--- src/rtl/lsc_ram.sv ---
// Simple dual-port synchronous RAM, one write and one registered read port.
module lsc_ram #(
  parameter int unsigned WIDTH = 8,
  parameter int unsigned DEPTH = 16,
  localparam int unsigned AW   = (DEPTH > 1) ? $clog2(DEPTH) : 1
) (
  input  logic             clk_i,
  input  logic             we_i,
  input  logic [AW-1:0]    waddr_i,
  input  logic [WIDTH-1:0] wdata_i,
  input  logic [AW-1:0]    raddr_i,
  output logic [WIDTH-1:0] rdata_o
);

  logic [WIDTH-1:0] mem [DEPTH];
  logic [WIDTH-1:0] rdata_q;

  // Write port
  always_ff @(posedge clk_i) begin
    if (we_i) begin
      mem[waddr_i] <= wdata_i;
    end
  end

  // Read port, registered
  always_ff @(posedge clk_i) begin
    rdata_q <= mem[raddr_i];
  end

  assign rdata_o = rdata_q;

endmodule

--- config.mk ---
export PLATFORM = sky130hd
export DESIGN_NAME = lsc_ram
export DESIGN_NICKNAME = d
export VERILOG_FILES = /design/src/rtl/lsc_ram.sv
export SDC_FILE = /design/constraint.sdc
export NUM_CORES = 1
export LEC_CHECK = 0
export CAP_MARGIN = 20
export CORE_MARGIN = 4
export CORE_UTILIZATION = 50
export DETAILED_ROUTE_END_ITERATION = 10
export DONT_BUFFER_PORTS = 1
export PLACE_DENSITY_LB_ADDON = 0.2
export SYNTH_ARGS = -nofsm -noshare
export SYNTH_HDL_FRONTEND = slang
export SYNTH_SLANG_ARGS = --single-unit
--- constraint.sdc ---
create_clock -name clk_i -period 2 [get_ports clk_i]
set_input_delay 0.1 -clock clk_i [delete_from_list [all_inputs] [get_ports clk_i]]
set_output_delay 0.1 -clock clk_i [all_outputs]
set_load 0.05 [all_outputs]
=== Yosys cells after proc, flatten, opt, wreduce, memory -nomap -nowiden ===
Memories as Yosys holds them, arrays and structs flattened. A register that Yosys moved wholly into a read port is not among the register bits.
Index checks and enable logic that the tools add are counted.

* Multiplexer cells: 2

{| class="wikitable"
|+ Operators by type and width
! operator !! count
|-
| 2-to-1 mux 1 bit || 2
|}

* Bits in registers: 0
* RAM bits: 128
* Input bits: 18
* Output and inout bits: 8
* Word-level logic and storage cells: 3
* Memories: 1

{| class="wikitable"
|+ Memories
! name !! words !! width !! rd ports !! clocked after memory_dff !! wr ports !! line !! RTL
|-
| mem || 16 || 8 || 1 || 1 || 1 || 15 || <nowiki>logic [WIDTH-1:0] mem [DEPTH];</nowiki>
|}

=== Logic depth before layout (Yosys ltp) ===
* Depth in word-level cells: 2
* Gate-level depth with buffers: 5
* Gate-level depth less buffers: 3

=== Least setup slack after synthesis ===
Ideal clock, no wire load.

* Kind: in2reg
* Start: input port waddr_i[2]
* End: memory mem[0][0], enable pin
* Setup time: 383 ps
* Data arrival time: 1210 ps
* Required time: 1617 ps
* Path slack: 407 ps
* Stages on the path: 2
* Buffers on the path: 0
* Path through: or3b_2 -> nor3_1

{| class="wikitable"
|+ RTL lines
! what !! line !! RTL
|-
| start: declaration || 9 || <nowiki>input logic [AW-1:0] waddr_i,</nowiki>
|-
| end: declaration || 15 ||
|}

No word-level cell before the write port.

=== Final worst setup path ===
* Start: input port waddr_i[2]
* End: memory mem[0][2], enable pin

No word-level cell before the write port.

==> impl_metrics.toml <==
[critical_path]
crit_path_max_fanout = 6
endpoint_kind = "flop"
path_cells = "dlygate4sd3_1 -> or3b_2 -> nor3_1 -> dlygate4sd3_1 -> buf_4"
worst-endpoint-arrival_ns = 2.12
worstSetupStartpointType = "input port"
critical-path-slowest-cell = "sky130_fd_sc_hd__dlygate4sd3_1"
delay_contributed_by_the_slowest_stage_of_the_critical_path_ns = 0.64
setup.worst_path.class = "input port to flop"
worst-endpoint-required_ns = 2.22
critPathMostFrequentCell = "sky130_fd_sc_hd__dlygate4sd3_1"

[routing]
drc_errors = 0
wl_microns = 10100
detail_route.wl_per_cell_microns = 24.2
drtPass1Iterations = 4
dr.first_iter.drc_count = 191
route.detailed.vias_per_inst = 5.87
routed-via-count = 2461
ant_nets = 0

[synth]
synth.area.top_cells = "sky130_fd_sc_hd__edfxtp_1 75%, sky130_fd_sc_hd__mux4_2 7.9%, sky130_fd_sc_hd__mux4_1 7.1%, sky130_fd_sc_hd__dfxtp_1 3.1%, sky130_fd_sc_hd__a22oi_1 2.3%"
synth_top_area_share_pct = 74.7
mappedNetlistArea_sq_mm = 0.00515
yosys_warn_count = 0
synthDistinctLibCells = 19
synthDominantAreaCellType = "sky130_fd_sc_hd__edfxtp_1"
synthesis.instances = 229
syn_avg_cell_area_sq_um = 22.5
number_of_register_bits_inferred_by_synthesis = 136
mappedNetlistNets = 247
seq_area_frac_synth_pct = 77.8

[global_routing]
grt_use_met1_pct = 27.1
antenna_found_initial = 0
groute.usage.overall_pct = 18.7
grt_max_degree = 33
grt.met3_usage_pct = 5.40
grt_busiest_layer = "met2"
overflow = 0
grt_pass1_vias = 2583
global_route.usage.met2_pct = 27.7
first_pass_grt_wire_length_microns = 15300

[hold_path]
hold_class = "input port to flop"

[power_and_ir_drop]
power_leakage_nw = 2.08
p_int_mw = 5.43
clkPwrFrac_pct = 47.8
switching_share_pct = 19.9
p_sw_mw = 1.35
power.share.combinational_pct = 3.9
vdd_ir_drop_max_mv = 0.547
pwr_density_cell_mw_per_mm2 = 1100
power.sequential.fraction_pct = 48.3

[clock_network]
cts_resized = 0
cts_num_sinks = 136
postCtsHoldBufs = 16
ctsLongestPathBuffers = 2
clkLatencyLatePin_ns = 0.51
clkTransAtPathRegs_ns = 0.06
cts_made_buffers = 17
tritoncts = "yes"
cts_root_buf = "sky130_fd_sc_hd__clkbuf_8"
total_setup_buffers_inserted_after_cts = 0
cts-htree-levels = 4

[floorplanning]
initial_utilization_pct = 51.9
floorplan.rows = 36
design.die.area_sq_mm = 0.0120
die_height_microns = 109
design.portCount = 26
total_core_area_sq_mm = 0.00991
die_w_microns = 109

[timing]
min_period_ns = 1.90
timing.final.setup_violations = 0
max_slew_margin_pct = 55.1
report.final.hold_viol_count = 0
worstMarginPinSlew_ns = 0.672
timing.final.max_slew_violations = 0
final.setup.tns_ns = 0
timing.clock.skew_ns = 0.00866
finalWorstSetupSlack_ns = 0.103
max_freq_ghz = 0.527
post-route-period-util_pct = 94.8
grt_setup_unrepaired = "false"

[layout]
num_antenna_cells = 0
layout_commonest_cell = "sky130_fd_sc_hd__edfxtp_1"
areaGrowthSynthToFinish_pct = 20.1
drive_gt1_share_pct = 24.8
finalNetCount = 291
final_cell_mix = "128 x sky130_fd_sc_hd__edfxtp_1, 19 x sky130_fd_sc_hd__buf_4, 18 x sky130_fd_sc_hd__mux4_2, 16 x sky130_fd_sc_hd__a22oi_1, 16 x sky130_fd_sc_hd__clkbuf_16"

[place]
io_buffers = 0
worst_slack_placed_ns = 0.520
hpwl_microns = 6070
finalWeightedCongestion = 0.834

[status]
outcome = "finished clean"

[flow_run]
cap_violations = 0
[power by group through the flow]
stage               Combinational (mW)  Clock (mW)  Sequential [mW]
floorplan                        0.162           0             3.33
global placement                 0.172           0             3.33
detailed placement               0.175           0             3.34
CTS                              0.269        3.30             3.28
global route                     0.289        3.43             3.28
finish                           0.267        3.24             3.27
[sequential cells by signal, indices dropped and copies added, names as in the netlist]
name / cells
rdata_o: 8
mem: 128
[metal layers]
metal / share of wire, % / wire, microns / up-vias
met2: 48 / 4860 / 90
met5: 0 / 0 / -
met3: 6.2 / 632 / 7
met1: 45 / 4560 / 1302
met4: 0.77 / 78 / 0
li1: - / - / 1062
[path summary, 6_finish.rpt]
path / from / endpoint / slack, ns / cells past startpoint
max reg2reg: mem[15][6]$_DFFE_PP_ / rdata_o[6]$_DFF_P_ / 0.29 / 4
max: waddr_i[2] / mem[0][2]$_DFFE_PP_ / 0.10 / 5
min reg2reg: mem[15][7]$_DFFE_PP_ / rdata_o[7]$_DFF_P_ / 0.67 / 3
min: raddr_i[2] / rdata_o[7]$_DFF_P_ / 0.02 / 3
[area by class of cell]
class | instances | area, sq um
Sequential cell | 136 | 4000
Tap cell | 133 | 166
Clock inverter | 11 | 170
Fill cell | 696 | 3730
Timing Repair Buffer | 35 | 323
Multi-Input combinational cell | 83 | 1060
Clock buffer | 21 | 459
[critical path: cells and delay by family]
family | cells | cell delay [ns]
and+or+nand+nor | 2 | 0.66
buffers and inverters | 3 | 1.36
[logic make-up after synthesis]
| logic type | Yosys count | share of synthesized area [%] |
|---|---|---|
| DFF | 136 | 77.8 |
| AOI/OAI and AO/OA | 16 | 2.33 |
| muxes | 32 | 15.0 |
| and+or+nand+nor | 35 | 3.18 |
| buffers and inverters | 10 | 1.68 |
[through the flow]
step | utilization, % | cells | area [sq um] | hold slack, ns | power, mW
global route | 62.4 | 419 | 6180 | 0.0204 | 7.00
finish | 62.4 | 419 | 6180 | 0.0236 | 6.78
global placement | 54.2 | 371 | 5370 | 0.200 | 3.50
CTS | 62.4 | 419 | 6180 | 0.000117 | 6.84
floorplan | - | 229 | 5150 | 0.199 | 3.49
detailed placement | 54.2 | 371 | 5370 | 0.200 | 3.51
[cells in the mapped netlist (all sizes together)]
cell type	count
dfxtp	8
nand2	9
and2b	1
mux4	32
edfxtp	128
nand3	1
nand2b	2
nand3b	2
clkdlybuf4s25	3
nor3	4
a22oi	16
buf	7
nor2	13
and2	1
nor2b	1
or3b	1
(Power assumes the default switching activity.)
