==> config.mk <==
export PLATFORM = sky130hd
export DESIGN_NAME = lsc_ctrl
export DESIGN_NICKNAME = d
export VERILOG_FILES = /design/src/rtl/lsc_pkg.sv /design/src/rtl/lsc_ctrl.sv
export SDC_FILE = /design/constraint.sdc
export NUM_CORES = 1
export LEC_CHECK = 0
export ABC_AREA = 1
export ABC_CLOCK_PERIOD_IN_PS = 4200
export BUFFER_PORTS_ARGS = -buffer_cell sky130_fd_sc_hd__buf_4
export CELL_PAD_IN_SITES_DETAIL_PLACEMENT = 1
export CELL_PAD_IN_SITES_GLOBAL_PLACEMENT = 1
export CORE_AREA = 2 2 507 509
export DETAILED_ROUTE_END_ITERATION = 7
export DIE_AREA = 0 0 509 511
export PLACE_DENSITY = 0.4
export SETUP_SLACK_MARGIN = 0.5
export SYNTH_ARGS = -nofsm -noshare
export SYNTH_HDL_FRONTEND = slang
export SYNTH_SLANG_ARGS = --single-unit
==> constraint.sdc <==
create_clock -name clk_i -period 4.2 [get_ports clk_i]
set_clock_uncertainty 0.05 [all_clocks]
set_input_delay 0.84 -clock clk_i [delete_from_list [all_inputs] [get_ports clk_i]]
set_output_delay 0.84 -clock clk_i [all_outputs]
set_load 0.03 [all_outputs]
==> src/rtl/lsc_pkg.sv <==
// Shared types and constants for the LFU symbol lookup cache.
package lsc_pkg;

  // Cache geometry
  localparam int unsigned ENTRIES = 2048;
  localparam int unsigned IDX_W   = (ENTRIES > 1) ? $clog2(ENTRIES) : 1;
  localparam int unsigned CNT_W   = IDX_W + 1;
  localparam int unsigned HCNT_W  = 8;

  localparam logic [HCNT_W-1:0] HIT_MAX  = 8'd255;
  localparam logic [HCNT_W-1:0] HIT_INIT = 8'd1;

  // Request modes
  typedef enum logic [1:0] {
    MODE_LOOKUP = 2'd0,
    MODE_FILL   = 2'd1,
    MODE_CLEAR  = 2'd2
  } lsc_mode_e;

  // Request payload
  typedef struct packed {
    logic [1:0]  mode;
    logic [63:0] key_address;
    logic [63:0] fill_symbol_address;
    logic [63:0] fill_symbol_name_ref;
    logic [63:0] fill_image_name_ref;
    logic [63:0] fill_image_base;
  } lsc_req_t;

  // Response payload
  typedef struct packed {
    logic        hit;
    logic [63:0] symbol_address_out;
    logic [63:0] symbol_name_ref_out;
    logic [63:0] image_name_ref_out;
    logic [63:0] image_base_out;
  } lsc_rsp_t;

  // Tag memory word: key plus hit count
  typedef struct packed {
    logic [63:0]       key;
    logic [HCNT_W-1:0] hit_count;
  } lsc_tag_t;

  // Data memory word: the four payload words
  typedef struct packed {
    logic [63:0] symbol_address;
    logic [63:0] symbol_name_ref;
    logic [63:0] image_name_ref;
    logic [63:0] image_base;
  } lsc_data_t;

  localparam int unsigned TAG_W  = $bits(lsc_tag_t);
  localparam int unsigned DATA_W = $bits(lsc_data_t);

  // Write port bundles toward the memories
  typedef struct packed {
    logic             we;
    logic [IDX_W-1:0] addr;
    lsc_tag_t         data;
  } lsc_tag_wr_t;

  typedef struct packed {
    logic             we;
    logic [IDX_W-1:0] addr;
    lsc_data_t        data;
  } lsc_data_wr_t;

endpackage

==> src/rtl/lsc_ctrl.sv <==
// Request sequencer: scans the tag memory, updates hit counts and writes fills.
module lsc_ctrl (
  input  logic                 clk_i,
  input  logic                 rst_ni,
  // request side
  input  logic                 req_valid_i,
  output logic                 req_ready_o,
  input  lsc_pkg::lsc_req_t    req_i,
  // response side
  output logic                 rsp_valid_o,
  input  logic                 rsp_ready_i,
  output lsc_pkg::lsc_rsp_t    rsp_o,
  // tag memory
  output logic [lsc_pkg::IDX_W-1:0] tag_raddr_o,
  input  lsc_pkg::lsc_tag_t    tag_rdata_i,
  output lsc_pkg::lsc_tag_wr_t tag_wr_o,
  // data memory
  output logic [lsc_pkg::IDX_W-1:0] data_raddr_o,
  input  lsc_pkg::lsc_data_t   data_rdata_i,
  output lsc_pkg::lsc_data_wr_t data_wr_o
);
  import lsc_pkg::*;

  typedef enum logic [2:0] {
    ST_IDLE,
    ST_SCAN,
    ST_HIT_RD,
    ST_WRITE,
    ST_DONE
  } state_e;

  state_e             state_q, state_d;
  lsc_req_t           req_q, req_d;
  lsc_rsp_t           rsp_q, rsp_d;
  logic [IDX_W-1:0]   cmp_idx_q, cmp_idx_d;
  logic [IDX_W-1:0]   best_q, best_d;
  logic [HCNT_W-1:0]  least_q, least_d;
  logic [IDX_W-1:0]   slot_q, slot_d;
  logic [CNT_W-1:0]   filled_q, filled_d;

  logic [CNT_W-1:0]   last_idx;
  logic               at_last;
  logic               key_match;
  logic               less_hit;
  logic [HCNT_W-1:0]  cnt_inc;

  // Scan bookkeeping
  assign last_idx  = filled_q - CNT_W'(1);
  assign at_last   = ({1'b0, cmp_idx_q} == last_idx);
  assign key_match = (tag_rdata_i.key == req_q.key_address);
  assign less_hit  = (tag_rdata_i.hit_count < least_q);
  assign cnt_inc   = (tag_rdata_i.hit_count < HIT_MAX) ?
                     (tag_rdata_i.hit_count + HCNT_W'(1)) : tag_rdata_i.hit_count;

  // Next state and memory port control
  always_comb begin
    state_d   = state_q;
    req_d     = req_q;
    rsp_d     = rsp_q;
    cmp_idx_d = cmp_idx_q;
    best_d    = best_q;
    least_d   = least_q;
    slot_d    = slot_q;
    filled_d  = filled_q;

    tag_raddr_o  = '0;
    data_raddr_o = cmp_idx_q;
    tag_wr_o     = '0;
    data_wr_o    = '0;

    case (state_q)
      ST_IDLE: begin
        // entry 0 is always being fetched so a scan can start next cycle
        tag_raddr_o = '0;
        if (req_valid_i) begin
          req_d     = req_i;
          rsp_d     = '0;
          cmp_idx_d = '0;
          best_d    = '0;
          least_d   = HIT_MAX;
          case (lsc_mode_e'(req_i.mode))
            MODE_LOOKUP: begin
              state_d = (filled_q == '0) ? ST_DONE : ST_SCAN;
            end
            MODE_FILL: begin
              if (filled_q < CNT_W'(ENTRIES)) begin
                slot_d   = filled_q[IDX_W-1:0];
                filled_d = filled_q + CNT_W'(1);
                state_d  = ST_WRITE;
              end else begin
                state_d = ST_SCAN;
              end
            end
            MODE_CLEAR: begin
              filled_d = '0;
              state_d  = ST_DONE;
            end
            default: begin
              state_d = ST_DONE;
            end
          endcase
        end
      end

      ST_SCAN: begin
        // tag data for cmp_idx_q arrives now; fetch the following entry
        tag_raddr_o = cmp_idx_q + IDX_W'(1);
        cmp_idx_d   = cmp_idx_q + IDX_W'(1);
        if (lsc_mode_e'(req_q.mode) == MODE_LOOKUP) begin
          if (key_match) begin
            // bump the hit count and fetch the payload
            tag_wr_o.we             = 1'b1;
            tag_wr_o.addr           = cmp_idx_q;
            tag_wr_o.data.key       = tag_rdata_i.key;
            tag_wr_o.data.hit_count = cnt_inc;
            data_raddr_o            = cmp_idx_q;
            state_d                 = ST_HIT_RD;
          end else if (at_last) begin
            state_d = ST_DONE;
          end
        end else begin
          // victim search over a full cache
          if (less_hit) begin
            least_d = tag_rdata_i.hit_count;
            best_d  = cmp_idx_q;
          end
          if (at_last) begin
            slot_d  = less_hit ? cmp_idx_q : best_q;
            state_d = ST_WRITE;
          end
        end
      end

      ST_HIT_RD: begin
        rsp_d.hit                 = 1'b1;
        rsp_d.symbol_address_out  = data_rdata_i.symbol_address;
        rsp_d.symbol_name_ref_out = data_rdata_i.symbol_name_ref;
        rsp_d.image_name_ref_out  = data_rdata_i.image_name_ref;
        rsp_d.image_base_out      = data_rdata_i.image_base;
        state_d                   = ST_DONE;
      end

      ST_WRITE: begin
        tag_wr_o.we                    = 1'b1;
        tag_wr_o.addr                  = slot_q;
        tag_wr_o.data.key              = req_q.key_address;
        tag_wr_o.data.hit_count        = HIT_INIT;
        data_wr_o.we                   = 1'b1;
        data_wr_o.addr                 = slot_q;
        data_wr_o.data.symbol_address  = req_q.fill_symbol_address;
        data_wr_o.data.symbol_name_ref = req_q.fill_symbol_name_ref;
        data_wr_o.data.image_name_ref  = req_q.fill_image_name_ref;
        data_wr_o.data.image_base      = req_q.fill_image_base;
        state_d                        = ST_DONE;
      end

      ST_DONE: begin
        if (rsp_ready_i) begin
          state_d = ST_IDLE;
        end
      end

      default: begin
        state_d = ST_IDLE;
      end
    endcase
  end

  // State and registered outputs
  always_ff @(posedge clk_i or negedge rst_ni) begin
    if (!rst_ni) begin
      state_q   <= ST_IDLE;
      filled_q  <= '0;
      req_q     <= '0;
      rsp_q     <= '0;
      cmp_idx_q <= '0;
      best_q    <= '0;
      least_q   <= HIT_MAX;
      slot_q    <= '0;
    end else begin
      state_q   <= state_d;
      filled_q  <= filled_d;
      req_q     <= req_d;
      rsp_q     <= rsp_d;
      cmp_idx_q <= cmp_idx_d;
      best_q    <= best_d;
      least_q   <= least_d;
      slot_q    <= slot_d;
    end
  end

  assign req_ready_o = (state_q == ST_IDLE);
  assign rsp_valid_o = (state_q == ST_DONE);
  assign rsp_o       = rsp_q;

endmodule

### Yosys cells after proc, flatten, opt, wreduce, memory -nomap -nowiden

Cells that the tools add are included.
Widths: inputs -> output; s select.

* register bits after elaboration: 635
* output and inout bits: 633

* add/subtract/negate cells: 4
* order comparisons: 3
* eq/ne operators: 18
* muxes and demuxes: 35
* reduce and logical (&&, ||, !) cells: 16

Operator list (count)
* $pmux 257 s2: 1
* $mux 268: 1
* $mux 257: 1
* $mux 84: 2
* $pmux 84 s2: 1
* $mux 11: 9
* $pmux 11 s2: 3
* $eq 64x64->1: 1
* $mux 8: 4
* $pmux 12 s2: 1
* $mux 3: 7
* $pmux 8 s2: 1
* $add 12x1->12 const B: 1
* $eq 11x12->1: 1
* $logic_not 12->1: 1
* $lt 12x12->1 const B: 1
* $mux 12: 1
* $pmux 3 s4: 1
* $reduce_and 4->1: 3
* $sub 12x1->12 const B: 1
* $add 11x1->11 const B: 1
* $ne 2x2->1 const B: 5
* $add 8x1->8 const B: 1
* $lt 8x8->1: 1
* 17 further kinds: 26

### Logic depth before layout (Yosys ltp)

Gate-level depths: netlist (run 1).

* word-level depth: 6
* mapped depth: 16
* mapped depth without buffers: 15

### Worst setup path after synthesis (run 1)

OpenSTA, ideal clock, no wires.

* path type: input to output
* start: input tag_rdata_i[11] in the netlist's numbering
* end: output tag_wr_o[6] in the netlist's numbering
* arrival: 2.470 ns
* required time: 3.310 ns
* path slack: 0.840 ns
* stages on the path: 11
* path buffers: 1
* cell sequence: inv_1 > nand2_1 > nand2_1 > nor2_1 > nand2_1 > nor2_1 > nand2_1 > nor2_1 > nand4_1 > clkbuf_1 > a211oi_1

RTL lines
* start: declaration: line lsc_ctrl.sv:15 `input lsc_pkg::lsc_tag_t tag_rdata_i,`
* end: declaration: line lsc_ctrl.sv:16 `output lsc_pkg::lsc_tag_wr_t tag_wr_o,`

==> insert_results.sql, run 1 <==
INSERT INTO impl_metrics (metric_group, metric, value, unit) VALUES
('synth', 'syn_nets', '4348', ''),
('detailed_routing', 'postRouteWirelength', '193', 'mm'),
('die', 'chipWidth', '509', 'microns'),
('placement', 'place_ws', '-22.2', 'ps'),
('grt', 'grt_max_degree', '197', ''),
('finish', 'areaGrowthSynthToFinish', '63.4', '%'),
('timing', 'slew_violations', '50', ''),
('synth', 'syn_area_per_cell', '8.05', 'sq um'),
('clock_network', 'cts.sinks', '635', ''),
('clock_network', 'htree_levels', '3', ''),
('power', 'combinationalPowerShare', '0.444', ''),
('finish', 'drive_above_1_share', '0.350', ''),
('die', 'initial_utilization', '0.116', ''),
('placement', 'port-buffer-count', '1286', ''),
('finish', 'combined_area_of_the_multi_input_logic_cells', '10800', 'sq um'),
('synth', 'fraction_of_the_mapped_netlist_area_in_compound_gates', '0.142', ''),
('finish', 'finish.net_count', '5635', ''),
('synth', 'synthSimpleGateAreaFrac', '0.188', ''),
('placement', 'dp_hpwl', '152', 'mm'),
('timing', 'achievable-frequency', '0.265', 'GHz'),
('finish', 'postLayoutCellArea', '48400', 'sq um'),
('worst_setup_path', 'worst-endpoint-required', '3310', 'ps'),
('finish', 'regArea', '15900', 'sq um'),
('die', 'top_level_ports', '1287', ''),
('finish', 'fillerInstances', '30189', ''),
('power', 'p_leak', '24.2', 'nW'),
('grt', 'grt_pass1_vias', '31819', ''),
('grt', 'grt_first_pass_wirelength', '264', 'mm'),
('synth', 'yosys_warnings', '0', ''),
('timing', 'post-route-period-util', '0.900', ''),
('synth', 'muxShareOfSynthArea', '0', ''),
('clock_network', 'cts_max_path_buffers', '3', ''),
('status', 'failed_checks', 'max-slew violations', ''),
('worst_setup_path', 'critical_path.endpoint_type', 'output pin', ''),
('power', 'worst_ir_drop_vdd', '0.000356', 'V'),
('worst_setup_path', 'path_max_fanout', '5', ''),
('worst_setup_path', 'setup_slack_of_the_worst_register_to_register_path', '1410', 'ps'),
('clock_network', 'clkTransAtPathRegs', '60', 'ps'),
('timing', 'worst-slew-pin-transition', '1580', 'ps'),
('grt', 'grt_use_total', '0.143', ''),
('timing', 'maxSlewHeadroom', '-0.0526', ''),
('detailed_routing', 'avgViaCountPerCell', '3.54', ''),
('timing', 'timing.final.hold_violations', '0', ''),
('synth', 'synth-xor-area-share', '0.00696', ''),
('finish', 'final-instance-count-excl-fill', '8441', ''),
('power', 'power_frac_seq', '0.308', ''),
('placement', 'post_dp_cell_area', '43500', 'sq um'),
('synth', 'syn_area', '29600', 'sq um'),
('detailed_routing', 'post-route-drc-count', '0', ''),
('clock_network', 'cts_buffers', '95', ''),
('detailed_routing', 'route.antenna.remaining_nets', '0', ''),
('detailed_routing', 'vias', '29890', ''),
('synth', 'seq_cells_post_synth', '635', ''),
('power', 'power.net_switching', '0.0158', 'W'),
('power', 'power_switching_share', '0.451', ''),
('power', 'p_int', '0.0192', 'W'),
('status', 'outcome', 'finished, violations left', ''),
('flow_run', 'max-cap-violations', '0', ''),
('timing', 'setup-violations-final', '0', ''),
('synth', 'synth-adder-area-share', '0.00506', ''),
('placement', 'gpl.final_weighted_congestion', '0.862', ''),
('timing', 'layout_setup_ws', '419', 'ps'),
('clock_network', 'tritoncts', 'done', ''),
('die', 'std_cell_rows', '186', ''),
('power', 'p_per_area', '724', 'nW/um^2'),
('detailed_routing', 'dr.first_iter.drc_count', '1299', ''),
('detailed_routing', 'routed_length_per_placed_instance', '22.8', 'microns'),
('die', 'floorplan.die.height', '511', 'microns'),
('synth', 'seq_area_frac_synth', '0.536', ''),
('clock_network', 'cts_root_buf', 'sky130_fd_sc_hd__clkbuf_16', ''),
('worst_hold_path', 'hold_class', 'input pin to flip-flop', '');
[timing repair]
action	CTS	global route
setup buffers	17	6
pin swaps	14	21
resized for setup	185	100
setup endpoints to repair	276	174
endpoints found under the hold margin	11	0
cloned	7	2
hold buffers	1	0
[placed cells by master (no fill, tap or decap), types with 10 or more instances in the layout]
master / instances
sky130_fd_sc_hd__clkbuf_1: 20
sky130_fd_sc_hd__ha_1: 12
sky130_fd_sc_hd__nand3_1: 296
sky130_fd_sc_hd__buf_6: 92
sky130_fd_sc_hd__o22ai_2: 14
sky130_fd_sc_hd__buf_12: 24
sky130_fd_sc_hd__xor2_1: 13
sky130_fd_sc_hd__a21oi_1: 18
sky130_fd_sc_hd__o21ai_0: 629
sky130_fd_sc_hd__inv_1: 666
sky130_fd_sc_hd__inv_2: 33
sky130_fd_sc_hd__o21ai_2: 12
sky130_fd_sc_hd__nor2_4: 16
sky130_fd_sc_hd__clkbuf_8: 26
sky130_fd_sc_hd__clkinv_2: 13
sky130_fd_sc_hd__diode_2: 10
sky130_fd_sc_hd__nand2_2: 25
sky130_fd_sc_hd__o22ai_4: 40
sky130_fd_sc_hd__nor2_1: 312
sky130_fd_sc_hd__nand2_1: 643
sky130_fd_sc_hd__clkbuf_16: 97
sky130_fd_sc_hd__nor2_2: 20
sky130_fd_sc_hd__buf_4: 1276
sky130_fd_sc_hd__dfrtp_1: 623
[synthesized netlist by cell type]
master                     number  share of area
sky130_fd_sc_hd__nor3b_1        1        0.00025
sky130_fd_sc_hd__o22ai_1        4        0.00084
sky130_fd_sc_hd__buf_6          8         0.0030
sky130_fd_sc_hd__o21ai_0      651           0.11
sky130_fd_sc_hd__dfrtp_1      627           0.53
sky130_fd_sc_hd__nand2_2        5         0.0011
sky130_fd_sc_hd__o22ai_2       54          0.023
sky130_fd_sc_hd__or2_1          1        0.00021
sky130_fd_sc_hd__o21bai_1       7         0.0018
sky130_fd_sc_hd__nor3_2         3         0.0010
sky130_fd_sc_hd__xnor3_1        1        0.00076
sky130_fd_sc_hd__buf_1         22         0.0028
sky130_fd_sc_hd__nor2_2        10         0.0021
sky130_fd_sc_hd__nor3_1        11         0.0019
sky130_fd_sc_hd__nand2_1      669          0.085
sky130_fd_sc_hd__inv_2         23         0.0029
sky130_fd_sc_hd__clkinv_1       2        0.00025
sky130_fd_sc_hd__a211oi_1       2        0.00051
sky130_fd_sc_hd__o21ai_1        2        0.00034
sky130_fd_sc_hd__buf_4          2        0.00051
sky130_fd_sc_hd__xor2_1        14         0.0041
sky130_fd_sc_hd__nand3_1      297          0.050
sky130_fd_sc_hd__a21oi_2        4         0.0012
sky130_fd_sc_hd__or2_2          1        0.00021
sky130_fd_sc_hd__nand4_1        4        0.00084
sky130_fd_sc_hd__nor4_2         1        0.00042
sky130_fd_sc_hd__a21oi_1       18         0.0030
sky130_fd_sc_hd__nand3b_1       1        0.00025
sky130_fd_sc_hd__nor2_4         5         0.0019
sky130_fd_sc_hd__nand3_2        3         0.0010
sky130_fd_sc_hd__o21a_1         2        0.00051
sky130_fd_sc_hd__buf_2         65          0.011
sky130_fd_sc_hd__a211oi_2       1        0.00042
sky130_fd_sc_hd__clkbuf_1     120          0.015
sky130_fd_sc_hd__ha_1          12         0.0051
sky130_fd_sc_hd__o21ai_2        1        0.00030
sky130_fd_sc_hd__o31ai_1        1        0.00025
sky130_fd_sc_hd__inv_1        678          0.086
sky130_fd_sc_hd__dfstp_2        8         0.0071
sky130_fd_sc_hd__o211ai_1       1        0.00025
sky130_fd_sc_hd__xnor2_1        7         0.0021
sky130_fd_sc_hd__nor2_1       333          0.042
[final timing paths]
| check | end | cells after the start | startpoint |
|---|---|---|---|
| worst max-delay path | tag_wr_o[42] | 14 | req_q[265] |
| worst min-delay path | req_q[154] | 3 | req_i[154] |
| worst max register to register | rsp_o[92] | 7 | state_q[1] |
| worst min register to register | slot_q[8] | 2 | slot_q[8] |
| max in group asynchronous | rsp_o[34] | 3 | rst_ni |
| min in group asynchronous | req_q[289] | 2 | rst_ni |
[stage by stage]
step / power, W / setup TNS (ps)
floorplan: 0.0189 / 0
global route: 0.0376 / 0
CTS: 0.0359 / 0
detailed placement: 0.0264 / -22.2
global placement: 0.0263 / -54.9
finish: 0.0351 / 0
[layer usage]
| layer | GRT usage | part of all wire | up-vias |
|---|---|---|---|
| li1 | - | - | 14034 |
| met1 | 0.153 | 0.37 | 14558 |
| met2 | 0.265 | 0.52 | 1020 |
| met3 | 0.0494 | 0.081 | 246 |
| met4 | 0.0373 | 0.027 | 32 |
| met5 | 0 | 0.0011 | - |
[state kept, by name (all words and copies together), names as in the netlist]
| name | cells |
|---|---|
| req_q | 322 |
| cmp_idx_q | 11 |
| least_q | 8 |
| best_q | 11 |
| state_q | 3 |
| rsp_o | 257 |
| filled_q | 12 |
| slot_q | 11 |
[power by group through the flow]
stage / clock network (W) / logic, W / registers [W]
2_1_floorplan: 0 / 0.00592 / 0.0130
3_3_place_gp: 0 / 0.0154 / 0.0109
3_5_place_dp: 0 / 0.0155 / 0.0109
4_1_cts: 0.00917 / 0.0159 / 0.0109
5_1_grt: 0.00935 / 0.0171 / 0.0112
6_report: 0.00872 / 0.0155 / 0.0108
[cell type report]
class	count	area share
repair inverters	2	0.000362
flip-flops and latches	635	0.328
multi-input cells	2127	0.223
well taps	3384	0.0874
repair buffers	1405	0.235
clock inverters	34	0.0116
diodes	10	0.000517
clock buffers	141	0.0580
inverters	703	0.0551
[kinds of logic after synthesis]
family,after synthesis
AOI/OAI and AO/OA,748
xor gates and xnor gates,22
adders and majority gates,12
buffers and inverters,920
DFF,635
and+or+nand+nor,1345
[worst max-delay path, cell delays in order (launching register included)]
cell	delay, ps
sky130_fd_sc_hd__dfrtp_1	380
sky130_fd_sc_hd__inv_2	60
sky130_fd_sc_hd__nand2_2	60
sky130_fd_sc_hd__nand2_2	90
sky130_fd_sc_hd__nor2_2	110
sky130_fd_sc_hd__nand2_2	130
sky130_fd_sc_hd__nor2_4	140
sky130_fd_sc_hd__nand2_2	90
sky130_fd_sc_hd__nor2_4	120
sky130_fd_sc_hd__nand4_1	140
sky130_fd_sc_hd__buf_6	230
sky130_fd_sc_hd__buf_16	160
sky130_fd_sc_hd__clkbuf_16	170
sky130_fd_sc_hd__o22ai_4	100
sky130_fd_sc_hd__buf_6	150
Note: power is estimated with default switching activity, not from simulation.
==> run 2, diff against run 1 <==
--- a/config.mk
+++ b/config.mk
@@ -5,15 +5,15 @@
 export SDC_FILE = /design/constraint.sdc
 export NUM_CORES = 1
 export LEC_CHECK = 0
-export ABC_AREA = 1
+export ABC_AREA = 0
 export ABC_CLOCK_PERIOD_IN_PS = 4200
 export BUFFER_PORTS_ARGS = -buffer_cell sky130_fd_sc_hd__buf_4
 export CELL_PAD_IN_SITES_DETAIL_PLACEMENT = 1
 export CELL_PAD_IN_SITES_GLOBAL_PLACEMENT = 1
-export CORE_AREA = 2 2 507 509
+export CORE_AREA = 2 2 495 497
 export DETAILED_ROUTE_END_ITERATION = 7
-export DIE_AREA = 0 0 509 511
-export PLACE_DENSITY = 0.4
+export DIE_AREA = 0 0 497 499
+export PLACE_DENSITY = 0.41
 export SETUP_SLACK_MARGIN = 0.5
 export SYNTH_ARGS = -nofsm -noshare
 export SYNTH_HDL_FRONTEND = slang
==> run 2 against run 1 <==
The run now ends clean. Utilization up 0.30 points. Count of clock-buffer cells in the layout decreased by 7. Fmax fell by 8.5%. Sequential power barely moved. Sequential share of layout area grew 1.2 points. Via count rose by 0.99%. Worst setup slack got worse by 350 ps. First-iteration DRC count up 33%. Combinational power decreased by 4%. Worst hold slack improved by 8.5 ps.
==> insert_results.sql, run 2 <==
INSERT INTO impl_metrics (metric_group, metric, value, unit) VALUES
('power', 'p_leak', '25.2', 'nW'),
('placement', 'post_dp_cell_area', '43000', 'sq um'),
('detailed_routing', 'dr.first_iter.drc_count', '1734', ''),
('die', 'floorplan.die.height', '499', 'microns'),
('worst_setup_path', 'worst-endpoint-arrival', '3240', 'ps'),
('worst_setup_path', 'setup_slack_of_the_worst_register_to_register_path', '1010', 'ps'),
('synth', 'seq_area_frac_synth', '0.544', ''),
('detailed_routing', 'routed_length_per_placed_instance', '25.3', 'microns'),
('worst_hold_path', 'worstHoldStart', 'req_i[58]', ''),
('clock_network', 'clkTransAtPathRegs', '60', 'ps'),
('power', 'p_int', '0.0185', 'W'),
('timing', 'worst_slack_on_hold_paths', '252', 'ps'),
('worst_setup_path', 'timing_worst_setup_path_type', 'flip-flop to output pin', ''),
('worst_setup_path', 'cp_common_cell', 'sky130_fd_sc_hd__buf_6', ''),
('die', 'chipWidth', '497', 'microns'),
('worst_setup_path', 'critical_path.endpoint_type', 'output pin', ''),
('synth', 'netlist.top_cell.by_area', 'sky130_fd_sc_hd__dfrtp_1', ''),
('finish', 'commonest_cells_after_routing_fill_and_taps_aside', '1501 x sky130_fd_sc_hd__nand2_1, 1319 x sky130_fd_sc_hd__buf_4, 616 x sky130_fd_sc_hd__dfrtp_1', ''),
('worst_setup_path', 'slowest_delay', '450', 'ps'),
('timing', 'post-route-min-period', '4130', 'ps'),
('worst_setup_path', 'slowest_stage', 'sky130_fd_sc_hd__dfrtp_1', ''),
('grt', 'grt_max_degree', '153', ''),
('clock_network', 'clk-insertion-delay-late', '720', 'ps'),
('clock_network', 'htree_levels', '3', ''),
('synth', 'ys_types', '56', ''),
('worst_setup_path', 'timing.rr.end', 'slot_q[6]', ''),
('grt', 'grt_pass1_vias', '32540', ''),
('detailed_routing', 'postRouteWirelength', '202', 'mm'),
('timing', 'achievable-frequency', '0.242', 'GHz'),
('synth', 'yosys.cell_count.top_type', 'sky130_fd_sc_hd__nand2_1', ''),
('synth', 'syn_area_per_cell', '8.44', 'sq um'),
('timing', 'setup-violations-final', '0', ''),
('power', 'power_frac_seq', '0.322', ''),
('status', 'outcome', 'finished, final reports clean', ''),
('worst_setup_path', 'rr_startpoint', 'filled_q[0]', ''),
('clock_network', 'cts_root_buf', 'sky130_fd_sc_hd__clkbuf_16', ''),
('finish', 'postLayoutCellArea', '46800', 'sq um'),
('placement', 'gpl.final_weighted_congestion', '0.842', ''),
('detailed_routing', 'drt-pass1-iter-count', '6', ''),
('synth', 'yosys_warnings', '0', ''),
('die', 'top_level_ports', '1287', ''),
('detailed_routing', 'route.antenna.remaining_nets', '0', ''),
('die', 'die_area', '248000', 'sq um'),
('worst_setup_path', 'path_max_fanout', '12', ''),
('power', 'worst_ir_drop_vdd', '0.000380', 'V'),
('finish', 'drive_above_1_share', '0.341', ''),
('worst_setup_path', 'critical_path.cell_chain', 'xor2_1, nor4_1, nand4_1, nor4_4, buf_6, and2_4, buf_12, o2111a_1, buf_6', ''),
('placement', 'port-buffer-count', '1286', ''),
('finish', 'final-instance-count-excl-fill', '7970', ''),
('power', 'power_frac_clock', '0.241', ''),
('grt', 'grt_use_total', '0.158', ''),
('placement', 'dpl.cell_count', '7776', ''),
('power', 'power_switching_share', '0.459', ''),
('synth', 'yosys-top-cells-count', '1504 x sky130_fd_sc_hd__nand2_1, 627 x sky130_fd_sc_hd__dfrtp_1, 276 x sky130_fd_sc_hd__and3_1', ''),
('die', 'core', '243000', 'sq um'),
('synth', 'seq_cells_post_synth', '635', ''),
('finish', 'areaGrowthSynthToFinish', '60.0', '%'),
('worst_hold_path', 'hold_class', 'input pin to flip-flop', ''),
('finish', 'layout_commonest_cell', 'sky130_fd_sc_hd__nand2_1', ''),
('worst_setup_path', 'crit_path_start_kind', 'flip-flop', ''),
('worst_hold_path', 'worst_hold_path.endpoint', 'req_q[58]', ''),
('synth', 'post_synth_top_area_share', '0.537', ''),
('timing', 'unrepaired_setup_endpoints_after_global_routing', 'true', ''),
('grt', 'antenna_found_initial', '84', ''),
('power', 'p_per_area', '730', 'nW/um^2'),
('timing', 'post-route-period-util', '0.984', ''),
('synth', 'syn_nets', '4128', ''),
('synth', 'syn_area', '29200', 'sq um'),
('power', 'combinationalPowerShare', '0.437', ''),
('synth', 'synth_flop_cell', 'sky130_fd_sc_hd__dfrtp_1', ''),
('synth', 'synthArstFlopShare', '1.00', ''),
('power', 'report.power.total', '0.0341', 'W'),
('timing', 'timing.final.hold_violations', '0', ''),
('detailed_routing', 'avgViaCountPerCell', '3.79', ''),
('grt', 'gr-total-overflow', '0', ''),
('flow_run', 'max-cap-violations', '0', ''),
('finish', 'max_flop_register', 'req_q', ''),
('finish', 'number_of_flip_flops_in_the_largest_register', '322', ''),
('grt', 'grt_first_pass_wirelength', '277', 'mm'),
('worst_setup_path', 'reg2reg_depth', '8', ''),
('detailed_routing', 'post-route-drc-count', '0', ''),
('clock_network', 'tritoncts', 'done', ''),
('timing', 'worst-slew-pin-transition', '1250', 'ps'),
('synth', 'edff_count_synth', '0', ''),
('placement', 'dp_hpwl', '157', 'mm'),
('die', 'std_cell_rows', '181', ''),
('timing', 'maxSlewHeadroom', '0.159', ''),
('synth', 'post_synth_main_area_contributors', 'sky130_fd_sc_hd__dfrtp_1 54%, sky130_fd_sc_hd__nand2_1 19%, sky130_fd_sc_hd__and3_1 5.9%', ''),
('finish', 'layout.core_utilization', '0.193', ''),
('clock_network', 'cts.sinks', '635', ''),
('detailed_routing', 'vias', '30187', ''),
('finish', 'fillerInstances', '28386', ''),
('synth', 'post_synth_inst_count', '3462', ''),
('worst_hold_path', 'min_delay_path_depth', '3', ''),
('timing', 'slew_violations', '0', ''),
('die', 'initial_utilization', '0.120', ''),
('clock_network', 'cts_buffers', '92', ''),
('worst_setup_path', 'worst-endpoint-required', '3310', 'ps'),
('power', 'power.net_switching', '0.0157', 'W'),
('finish', 'finish.net_count', '5348', ''),
('clock_network', 'cts_max_path_buffers', '3', '');
==> run 2: worst max-delay path: cells and delay by family, from the launching register on <==
| family | cells | cell delay, ps |
|---|---|---|
| AO/OA/AOI/OAI | 1 | 210 |
| XOR/XNOR | 1 | 200 |
| buffers and inverters | 3 | 470 |
| flip-flops | 1 | 450 |
| AND/OR/NAND/NOR | 4 | 1190 |
==> run 2: worst max path at each step <==
stage	cells after the start	start	slack, ps	to
3_3_place_gp	11	tag_rdata_i[48]	-170	tag_wr_o[58]
5_1_grt	10	req_q[305]	-150	tag_wr_o[7]
6_report	9	req_q[315]	70	tag_wr_o[7]
4_1_cts	12	req_q[283]	-40	tag_wr_o[26]
2_1_floorplan	6	tag_rdata_i[14]	450	tag_wr_o[0]
3_5_place_dp	11	tag_rdata_i[48]	-170	tag_wr_o[58]
==> run 2: final cells by class <==
class                   instances  area, sq um  area share
diodes                         15         37.5    0.000803
clock buffers                 134         2690      0.0576
clock inverters                31          409     0.00875
inverters                      14         52.6     0.00112
multi-input cells            2534        12500       0.267
flip-flops and latches        635        15900       0.340
well taps                    3202         4010      0.0857
repair buffers               1405        11200       0.239
==> run 2: through the flow <==
stage          setup slack [ps]  setup TNS [ps]
2_1_floorplan               451               0
3_3_place_gp               -169           -4130
3_5_place_dp               -169           -3940
4_1_cts                   -35.1            -238
5_1_grt                    -154           -8330
6_report                   67.3               0
==> run 2: layer usage <==
layer	part of all wire	vias up	track usage
met1	0.39	15065	0.178
met5	0.0024	-	0
li1	-	13760	-
met4	0.021	74	0.0350
met3	0.083	264	0.0589
met2	0.50	1024	0.280
==> run 2: cell families after synthesis <==
family | after synthesis | share of synthesized area
AOI/OAI and AO/OA | 183 | 0.0506
xor gates and xnor gates | 95 | 0.0285
adders and majority gates | 12 | 0.00514
buffers and inverters | 293 | 0.0382
DFF | 635 | 0.544
muxes | 10 | 0.00347
and+or+nand+nor | 2234 | 0.330
==> run 2: power groups by stage <==
stage	clock [W]	combinational (W)	sequential, W
finish	0.00821	0.0149	0.0110
floorplan	0	0.00576	0.0127
detailed placement	0	0.0152	0.0111
global route	0.00882	0.0162	0.0114
CTS	0.00864	0.0154	0.0110
global placement	0	0.0151	0.0111
==> run 2: repair_timing <==
| item | CTS | global route |
|---|---|---|
| hold endpoints to repair | 12 | 0 |
| buffers inserted | 9 | 2 |
| pin swaps | 18 | 13 |
| hold buffers | 1 | 0 |
| gates cloned | 1 | 1 |
| resized for setup | 93 | 31 |
| setup endpoints to repair | 89 | 87 |
==> run 3, diff against run 2 <==
--- a/config.mk
+++ b/config.mk
@@ -13,6 +13,7 @@
 export CORE_AREA = 2 2 495 497
 export DETAILED_ROUTE_END_ITERATION = 7
 export DIE_AREA = 0 0 497 499
+export GPL_TIMING_DRIVEN = 0
 export PLACE_DENSITY = 0.41
 export SETUP_SLACK_MARGIN = 0.5
 export SYNTH_ARGS = -nofsm -noshare
==> run 3 against run 2 <==
The run now ends with negative setup slack left. Clock power fell by 0.9%. Sequential share of layout area fell by 0.63 points. Worst setup slack got worse by 94 ps. Flip-flop and latch count did not move. Fmax fell by 2.2%. Register-to-register slack got worse by 180 ps. First-iteration DRC count fell by 12%. Count of clock-buffer cells in the layout rose by 9. Die area did not move. Final cell count rose by 2.6%. Non-clock buffer count rose by 199.
==> insert_results.sql, run 3 (synthesis results as in run 2) <==
INSERT INTO impl_metrics (metric_group, metric, value, unit) VALUES
('die', 'floorplan.die.height', '499', 'microns'),
('die', 'core', '243000', 'sq um'),
('worst_setup_path', 'rr_startpoint', 'state_q[0]', ''),
('timing', 'layout_setup_ws', '-27.0', 'ps'),
('clock_network', 'htree_levels', '3', ''),
('timing', 'achievable-frequency', '0.237', 'GHz'),
('status', 'failed_checks', 'negative setup slack', ''),
('grt', 'grt_max_degree', '106', ''),
('finish', 'layout_commonest_cell', 'sky130_fd_sc_hd__nand2_1', ''),
('clock_network', 'cts_max_path_buffers', '3', ''),
('worst_setup_path', 'worst-endpoint-required', '3310', 'ps'),
('power', 'worst_ir_drop_vdd', '0.000291', 'V'),
('detailed_routing', 'routed_length_per_placed_instance', '26.8', 'microns'),
('power', 'power_frac_seq', '0.315', ''),
('timing', 'maxSlewHeadroom', '0.242', ''),
('finish', 'drive_above_1_share', '0.332', ''),
('clock_network', 'tritoncts', 'done', ''),
('power', 'power.net_switching', '0.0163', 'W'),
('worst_setup_path', 'crit_path_start_kind', 'flip-flop', ''),
('clock_network', 'cts_root_buf', 'sky130_fd_sc_hd__clkbuf_16', ''),
('power', 'p_leak', '25.5', 'nW'),
('worst_setup_path', 'path_max_fanout', '5', ''),
('power', 'power_switching_share', '0.467', ''),
('finish', 'regArea', '15900', 'sq um'),
('placement', 'port-buffer-count', '1284', ''),
('finish', 'commonest_cells_after_routing_fill_and_taps_aside', '1502 x sky130_fd_sc_hd__nand2_1, 1258 x sky130_fd_sc_hd__buf_4, 617 x sky130_fd_sc_hd__dfrtp_1', ''),
('finish', 'max_flop_register', 'req_q', ''),
('worst_setup_path', 'worst-endpoint-arrival', '3340', 'ps'),
('grt', 'antenna_found_initial', '77', ''),
('timing', 'worst-slew-pin-transition', '1140', 'ps'),
('clock_network', 'cts.hold.buffers_added', '0', ''),
('worst_setup_path', 'timing_worst_setup_path_type', 'flip-flop to output pin', ''),
('die', 'top_level_ports', '1287', ''),
('timing', 'setup-violations-final', '2', ''),
('timing', 'post-route-min-period', '4230', 'ps'),
('power', 'combinationalPowerShare', '0.451', ''),
('die', 'chipWidth', '497', 'microns'),
('grt', 'grt_pass1_vias', '33500', ''),
('grt', 'grt_use_total', '0.171', ''),
('detailed_routing', 'route.antenna.remaining_nets', '0', ''),
('status', 'outcome', 'finished, violations left', ''),
('finish', 'number_of_flip_flops_in_the_largest_register', '322', ''),
('clock_network', 'clk-insertion-delay-late', '720', 'ps'),
('timing', 'post-route-period-util', '1.01', ''),
('timing', 'fin_setup_tns', '-28.1', 'ps'),
('placement', 'place_ws', '-1460', 'ps'),
('power', 'p_per_area', '731', 'nW/um^2'),
('clock_network', 'clkTransAtPathRegs', '60', 'ps'),
('finish', 'combined_area_of_the_multi_input_logic_cells', '12700', 'sq um'),
('timing', 'timing.final.hold_violations', '0', ''),
('detailed_routing', 'postRouteWirelength', '219', 'mm'),
('detailed_routing', 'post-route-drc-count', '0', ''),
('timing', 'unrepaired_setup_endpoints_after_global_routing', 'true', ''),
('flow_run', 'max-cap-violations', '0', ''),
('grt', 'grt_first_pass_wirelength', '295', 'mm'),
('finish', 'finish.net_count', '5548', ''),
('finish', 'areaGrowthSynthToFinish', '63.0', '%'),
('worst_setup_path', 'critical_path.endpoint_type', 'output pin', ''),
('placement', 'dp_hpwl', '180', 'mm'),
('power', 'power_frac_clock', '0.234', ''),
('worst_setup_path', 'setup.worst_path.start', 'req_q[286]', ''),
('die', 'std_cell_rows', '181', ''),
('power', 'p_int', '0.0186', 'W'),
('finish', 'fillerInstances', '28735', ''),
('grt', 'gr-total-overflow', '0', ''),
('clock_network', 'cts.sinks', '635', ''),
('finish', 'layout.core_utilization', '0.196', ''),
('detailed_routing', 'avgViaCountPerCell', '3.81', ''),
('placement', 'gpl.final_weighted_congestion', '0.923', ''),
('clock_network', 'cts_buffers', '92', ''),
('power', 'report.power.total', '0.0348', 'W'),
('worst_hold_path', 'hold_class', 'input pin to asynchronous set/reset pin', ''),
('detailed_routing', 'vias', '31175', ''),
('detailed_routing', 'dr.first_iter.drc_count', '1531', ''),
('worst_setup_path', 'reg2reg_depth', '7', ''),
('timing', 'slew_violations', '0', ''),
('die', 'initial_utilization', '0.120', ''),
('detailed_routing', 'drt-pass1-iter-count', '4', ''),
('die', 'die_area', '248000', 'sq um');
-- run 3: cell types whose count changed in the layout (fill, tap and decap cells not counted), sizes merged, moves of 2 or more --
cell and change:
clkbuf +262, buf -55, clkinv -6, diode +6, bufinv -3, inv +3, clkdlybuf4s15 +2
-- run 3: worst paths after layout --
path	endpoint	slack, ps
max	tag_wr_o[68]	-30
min	req_q[30]	120
max reg2reg	req_q[259]	830
min reg2reg	req_q[231]	420
max in group asynchronous	rsp_o[140]	1770
min in group clk_i	rsp_o[68]	230
-- run 3: layer usage --
layer | GRT usage | wire [microns] | part of all wire
met4 | 0.0444 | 5910 | 0.027
met1 | 0.188 | 83700 | 0.38
met3 | 0.0561 | 15900 | 0.073
met2 | 0.314 | 113000 | 0.52
met5 | 0 | 298 | 0.0014
-- run 3: final cells by class --
cell class	instances	area share
antenna	21	0.00110
buffer	279	0.0300
clock buffer	143	0.0583
clock inverter	25	0.00609
inverter	14	0.00110
multi-input combinational	2535	0.266
sequential	635	0.334
tap	3202	0.0841
timing repair buffer	1325	0.219
-- run 3: repair_timing --
action / in CTS / in global routing
pin swaps: 22 / 22
setup endpoints to repair: 643 / 267
gates cloned: 3 / 1
resized for setup: 241 / 59
endpoints found under the hold margin: 0 / 0
buffers inserted: 23 / 7
-- run 3: worst max-delay path, stage by stage (launching register included) --
cell and delay, ps:
sky130_fd_sc_hd__dfrtp_2 460, sky130_fd_sc_hd__xor2_1 220, sky130_fd_sc_hd__nor4_2 300, sky130_fd_sc_hd__nand4_1 260, sky130_fd_sc_hd__nor4_4 290, sky130_fd_sc_hd__buf_6 170, sky130_fd_sc_hd__buf_8 130, sky130_fd_sc_hd__clkbuf_16 170
sky130_fd_sc_hd__buf_12 120, sky130_fd_sc_hd__a32oi_4 160, sky130_fd_sc_hd__nor2_2 180, sky130_fd_sc_hd__buf_6 160
-- run 3: stage by stage --
| step | instances | hold WS, ps | cell area (sq um) |
|---|---|---|---|
| floorplan | 3462 | 388 | 29200 |
| global placement | 7948 | 400 | 42900 |
| detailed placement | 7956 | 405 | 43100 |
| CTS | 8150 | 53.2 | 47400 |
| global route | 8163 | 104 | 47600 |
| finish | 8179 | 121 | 47600 |
-- run 3: power groups by stage --
stage	Combinational (W)	Clock, W	Sequential, W
after floorplan	0.00576	0	0.0127
after global placement	0.0155	0	0.0110
after detailed placement	0.0156	0	0.0111
after CTS	0.0161	0.00851	0.0110
after global routing	0.0170	0.00868	0.0113
final	0.0157	0.00814	0.0110
